$ cat config.mk
export PLATFORM = sky130hd
export DESIGN_NAME = sscd_mul
export DESIGN_NICKNAME = d
export VERILOG_FILES = /design/src/sv/sscd_mul.sv
export SDC_FILE = /design/constraint.sdc
export NUM_CORES = 2
export LEC_CHECK = 0
export ABC_AREA = 1
export BUFFER_PORTS_ARGS = -buffer_cell sky130_fd_sc_hd__buf_2
export CELL_PAD_IN_SITES_DETAIL_PLACEMENT = 0
export CELL_PAD_IN_SITES_GLOBAL_PLACEMENT = 1
export CORE_AREA = 8 8 320 291
export CTS_CLUSTER_DIAMETER = 30
export DETAILED_ROUTE_END_ITERATION = 6
export DIE_AREA = 0 0 328 299
export PLACE_DENSITY = 0.86
export SETUP_SLACK_MARGIN = 0.1
export SLEW_MARGIN = 5
export SYNTH_ARGS = -nofsm -noshare
export SYNTH_HDL_FRONTEND = slang
export SYNTH_SLANG_ARGS = --single-unit
$ cat constraint.sdc
create_clock -name clk -period 26.6 [get_ports clk]
set_input_delay 5.32 -clock clk [delete_from_list [all_inputs] [get_ports clk]]
set_output_delay 5.32 -clock clk [all_outputs]
set_load 0.01 [all_outputs]
$ cat src/sv/sscd_mul.sv
// Pipelined signed multiplier: one slice-by-slice partial product per stage,
// accumulated down the pipe. Stage loads follow the caller's enable vector.
// No package dependencies.
module sscd_mul #(
  parameter int WA = 34,
  parameter int WB = 34,
  parameter int CH = 34,
  parameter int NS = 1
) (
  input  logic                    clk,
  input  logic [NS-1:0]           en,
  input  logic signed [WA-1:0]    a,
  input  logic signed [WB-1:0]    b,
  output logic signed [WA+WB-1:0] p
);

  localparam int NA = (WA + CH - 1) / CH;
  localparam int NB = (WB + CH - 1) / CH;
  localparam int XA = NA * CH;
  localparam int XB = NB * CH;
  localparam int WP = WA + WB;
  localparam int PW = 2 * CH + 2;

  logic signed [XA-1:0] a_r   [NS];
  logic signed [XB-1:0] b_r   [NS];
  logic signed [WP-1:0] acc_r [NS];

  for (genvar s = 0; s < NS; s++) begin : g_stage
    localparam int I  = s / NB;
    localparam int J  = s % NB;
    localparam int SH = (I + J) * CH;

    logic signed [XA-1:0] a_src;
    logic signed [XB-1:0] b_src;
    logic signed [WP-1:0] acc_prev;
    logic [CH-1:0]        a_ch;
    logic [CH-1:0]        b_ch;
    logic signed [CH:0]   a_op;
    logic signed [CH:0]   b_op;
    logic signed [PW-1:0] pp;
    logic signed [WP-1:0] ppx;
    logic signed [WP-1:0] acc_next;

    // Take operands from the ports at the first stage, else from the stage before
    if (s == 0) begin : g_first
      assign a_src    = XA'(a);
      assign b_src    = XB'(b);
      assign acc_prev = '0;
    end else begin : g_rest
      assign a_src    = a_r[s-1];
      assign b_src    = b_r[s-1];
      assign acc_prev = acc_r[s-1];
    end

    // Low slices are unsigned, the top slice carries the sign
    assign a_ch = a_src[I*CH +: CH];
    assign b_ch = b_src[J*CH +: CH];
    assign a_op = (I == NA - 1) ? signed'({a_ch[CH-1], a_ch}) : signed'({1'b0, a_ch});
    assign b_op = (J == NB - 1) ? signed'({b_ch[CH-1], b_ch}) : signed'({1'b0, b_ch});
    assign pp   = a_op * b_op;
    assign ppx  = WP'(pp);
    assign acc_next = acc_prev + (ppx <<< SH);

    // Advance operands and partial sum
    always_ff @(posedge clk) begin
      if (en[s]) begin
        a_r[s]   <= a_src;
        b_r[s]   <= b_src;
        acc_r[s] <= acc_next;
      end
    end
  end

  assign p = acc_r[NS-1];

endmodule

# Word-level counts from Yosys, hierarchy flattened
# Memories as Yosys holds them, arrays and structs flattened.
# Cells that the tools add are included.
[op_classes] n_reduce_logical=0 muxes=2 shift=0 add_sub_neg=0 mul=1 div=0 n_bitwise=0 n_eq_ne=0 n_lt_le_gt_ge=0
[ops] op="34-bit by 34-bit multiplier with 68-bit output" n=1
[ops] op="1-bit 2-to-1 mux" n=2
[totals] ram_bits=68 in_bits=70 elab_cells=4 regBits=0 latchBits=0 rom_bits=0 n_memories=1
[mem_list] name="acc_r" words=1 width=68 rd=1 rd_clocked_by_memory_dff=0 wr=1 line="26" rtl="logic signed [WP-1:0] acc_r [NS];"

# Longest topological paths before layout
[logic_depth] ltp_word=2 depth_mapped=35

# Worst setup path after synthesis
# No wires, ideal clock.
[synth_path] path_kind="input port to flip-flop" startpoint="input a[33]" endpoint="memory acc_r[0][66] (netlist name) (data pin)" arrival_ns=12.091 stages=22 slack_ns=14.257 setup_ns=0.252 path_cell_list="clkbuf_1 clkbuf_1 nand2_1 inv_1 fa_1 fa_1 fa_1 fa_1 inv_1 fa_1 fa_1 inv_1 fa_1 fa_1 ha_1 nand2_1 nor2_1 nand2_1 nor4_1 nand2_1 nand3_1 nand2_1"
[synth_between] elab_chain_cells=1
[synth_lines] element="start, declared" line="12" rtl="input logic signed [WA-1:0] a,"
[synth_lines] element="34-bit by 34-bit multiplier with 68-bit output" line="60" rtl="assign pp = a_op * b_op;"
[synth_lines] element="net g_stage[0].acc_next[66]" line="42" rtl="logic signed [WP-1:0] acc_next;"
[synth_lines] element="end, declared" line="26"
# The timed path passes the listed nets, and every way through them passes these cells.

# Worst setup path in the final report
# Same ends and word-level chain as after synthesis.

==> out/qor.json <==
{
  "run_status": {
    "status": "finished clean"
  },
  "yosys": {
    "synth.yosys.seq_area_share": 0.0437,
    "synth_largest_type_area_fraction": 0.532,
    "yosysMostFrequentCell": "inv_1",
    "ys_warn_count": 0,
    "synth_ff_type": "edfxtp_1",
    "post_synth_num_cell_types": 33,
    "ys_seq_elements": 68,
    "synth_area_leader_cell": "fa_1",
    "synth.top_cells.by_count": "2081 x inv_1, 1623 x nand2_1, 1241 x fa_1",
    "synthesis.area_per_instance_um2": 7.88,
    "synthesis.instances": 5933,
    "synth-edff-count": 68,
    "most_area_consuming_cells_after_synthesis": "fa_1 53%, inv_1 17%, nand2_1 13%",
    "syn-num-nets": 7448,
    "postSynth.asyncResetShare": 0,
    "cell_area_after_technology_mapping_mm2": 0.0467
  },
  "final_layout": {
    "post_route_cells_drive_above_1_share": 0.0409,
    "seqCellArea_mm2": 0.00204,
    "nFillCells": 8193,
    "multiInputGateArea_mm2": 0.0358,
    "reg.largest.list": "acc_r x68",
    "syn2layout_area_growth_pct": 3.40,
    "number_of_flip_flops_in_the_largest_register": 68,
    "biggest_register": "acc_r",
    "finish.net_count": 7352
  },
  "critical_path": {
    "critical_path_peak_fanout": 34,
    "timing.critical_path.mode_cell": "fa_1",
    "cp_top_family": "adder cells",
    "timing.critical_path.arrival_ns": 13.12,
    "critical_path_required_ns": 26.70,
    "cp_cell_sequence": "buf_2 -> nand2_1 -> inv_1 -> fa_1 -> fa_1 -> fa_1 -> fa_1 -> inv_1 -> fa_1 -> fa_1 -> inv_1 -> fa_1 -> fa_1 -> ha_1 -> nand2_1 -> nor2_1 -> nand2_1 -> nor4_1 -> nand2_1 -> nand3_1 -> nand2_1",
    "cp-start-kind": "input port",
    "cp.buffers_inverters": 4,
    "endpoint_kind": "flop",
    "cpMaxStageDelayCell": "fa_1",
    "timing_worst_setup_path_type": "in2reg",
    "worst_path_largest_cell_delay_ns": 1.32
  },
  "timing": {
    "min_period_over_period": 0.490,
    "final-hold-violation-count": 0,
    "postLayoutSetupSlackWorst_ns": 13.58,
    "setup_viol": 0,
    "max_slew_margin": 0.279,
    "worst-slew-pin-transition_ns": 1.08,
    "period_minus_slack_ns": 13.02,
    "rsz0062_at_grt": "false",
    "maxClockFrequency_mhz": 76.8,
    "max_slew_violation_count": 0,
    "final.setup.tns_ns": 0
  },
  "run": {
    "cap_violations": 0
  },
  "clock_network": {
    "ctsRootBufferMaster": "clkbuf_16",
    "tritoncts": "built",
    "cts_resized": 0,
    "clkSlewWorstSetupHoldPaths_ns": 0.06,
    "cts_num_sinks": 68,
    "post-cts-setup-buffer-count": 0,
    "hold_buffers": 0,
    "cts_made_buffers": 9,
    "cts_h_tree_depth": 3,
    "cts.path.max_buffers": 2
  },
  "die": {
    "initial_utilization": 0.536,
    "ios": 138,
    "design.die.area_mm2": 0.0981,
    "die_width_um": 328,
    "core_region_area_mm2": 0.0872,
    "fp.dieH_um": 299,
    "placementRows": 103
  },
  "global_routing": {
    "first_global_vias": 38821,
    "grt_antenna_before_repair": 4,
    "groute.usage.overall": 0.275,
    "grt_start_max_net_pins": 69,
    "grt_overflow_total": 0,
    "grt_pass1_wl_mm": 212
  },
  "placed_design": {
    "numPortBuffers": 137,
    "detailed_place_hpwl_mm": 107,
    "setup_slack_placement_ns": 13.16,
    "gp_congestion": 0.954
  },
  "drt": {
    "routed-via-count": 34843,
    "drt-total-wl_mm": 129,
    "drcViolationCount": 0,
    "vias_per_cell": 4.98,
    "drtPass1Iterations": 6,
    "wl_per_cell_um": 18.4,
    "drtIter0Drc": 2371,
    "route.antenna.remaining_nets": 0
  },
  "min_path": {
    "holdCritPathClass": "in2reg"
  }
}
==> per-stage QoR <==
step | cell area (um2) | std cells | util | hold WS [ns]
2_1_floorplan | 46700 | 5933 | - | 5.43
3_3_place_gp | 48000 | 6981 | 0.551 | 5.73
3_5_place_dp | 48000 | 6981 | 0.551 | 5.73
4_1_cts | 48300 | 6996 | 0.554 | 5.66
5_1_grt | 48300 | 6997 | 0.554 | 5.71
6_report | 48300 | 6998 | 0.554 | 5.68
==> metal layers <==
metal,up-vias,GRT usage,share of wire
met5,-,0,0.00021
met4,4,0.0785,0.033
met3,240,0.0409,0.065
met2,1153,0.479,0.50
met1,17632,0.355,0.40
li1,15814,-,-
==> cell type report <==
type	instances	share of cell area
inverters	2089	0.162
repair buffers	164	0.0184
well taps	1155	0.0299
multi-input cells	3505	0.742
clock buffers	9	0.00466
clock inverters	6	0.000855
diodes	2	0.000104
flip-flops and latches	68	0.0423
==> layout by cell type (no fill, tap or decap), types with 3 or more instances in the layout <==
master,count
a21o_1,4
a21oi_1,66
buf_2,137
buf_4,27
clkbuf_16,9
clkinvlp_4,3
edfxtp_1,68
fa_1,1241
ha_1,204
inv_1,2081
inv_2,7
nand2_1,1623
nand2_2,19
nand3_1,70
nand3_2,5
nand4_1,21
nor2_1,134
nor2_2,15
nor3_1,8
nor3_2,3
nor4_1,3
o21ai_0,22
o21bai_1,14
or2_2,8
xor2_1,32
==> path summary, 6_finish.rpt <==
path               from                      to  slack [ns]  depth (start not counted)
hold / removal     b[0]   acc_r[0][0]$_DFFE_PP_        5.68                          4
setup / recovery  a[33]  acc_r[0][66]$_DFFE_PP_       13.58                         21
==> kinds of logic after synthesis <==
| group | count (synthesis) | share of synthesized area |
|---|---|---|
| buf+inv | 2360 | 0.190 |
| xor+xnor | 34 | 0.00637 |
| flops | 68 | 0.0437 |
| simple gates | 1916 | 0.161 |
| fa+ha+maj | 1445 | 0.586 |
| compound gates | 110 | 0.0130 |
Power is not shown: default switching activity piles up to over one toggle a cycle in this logic, so the estimate is an artifact.
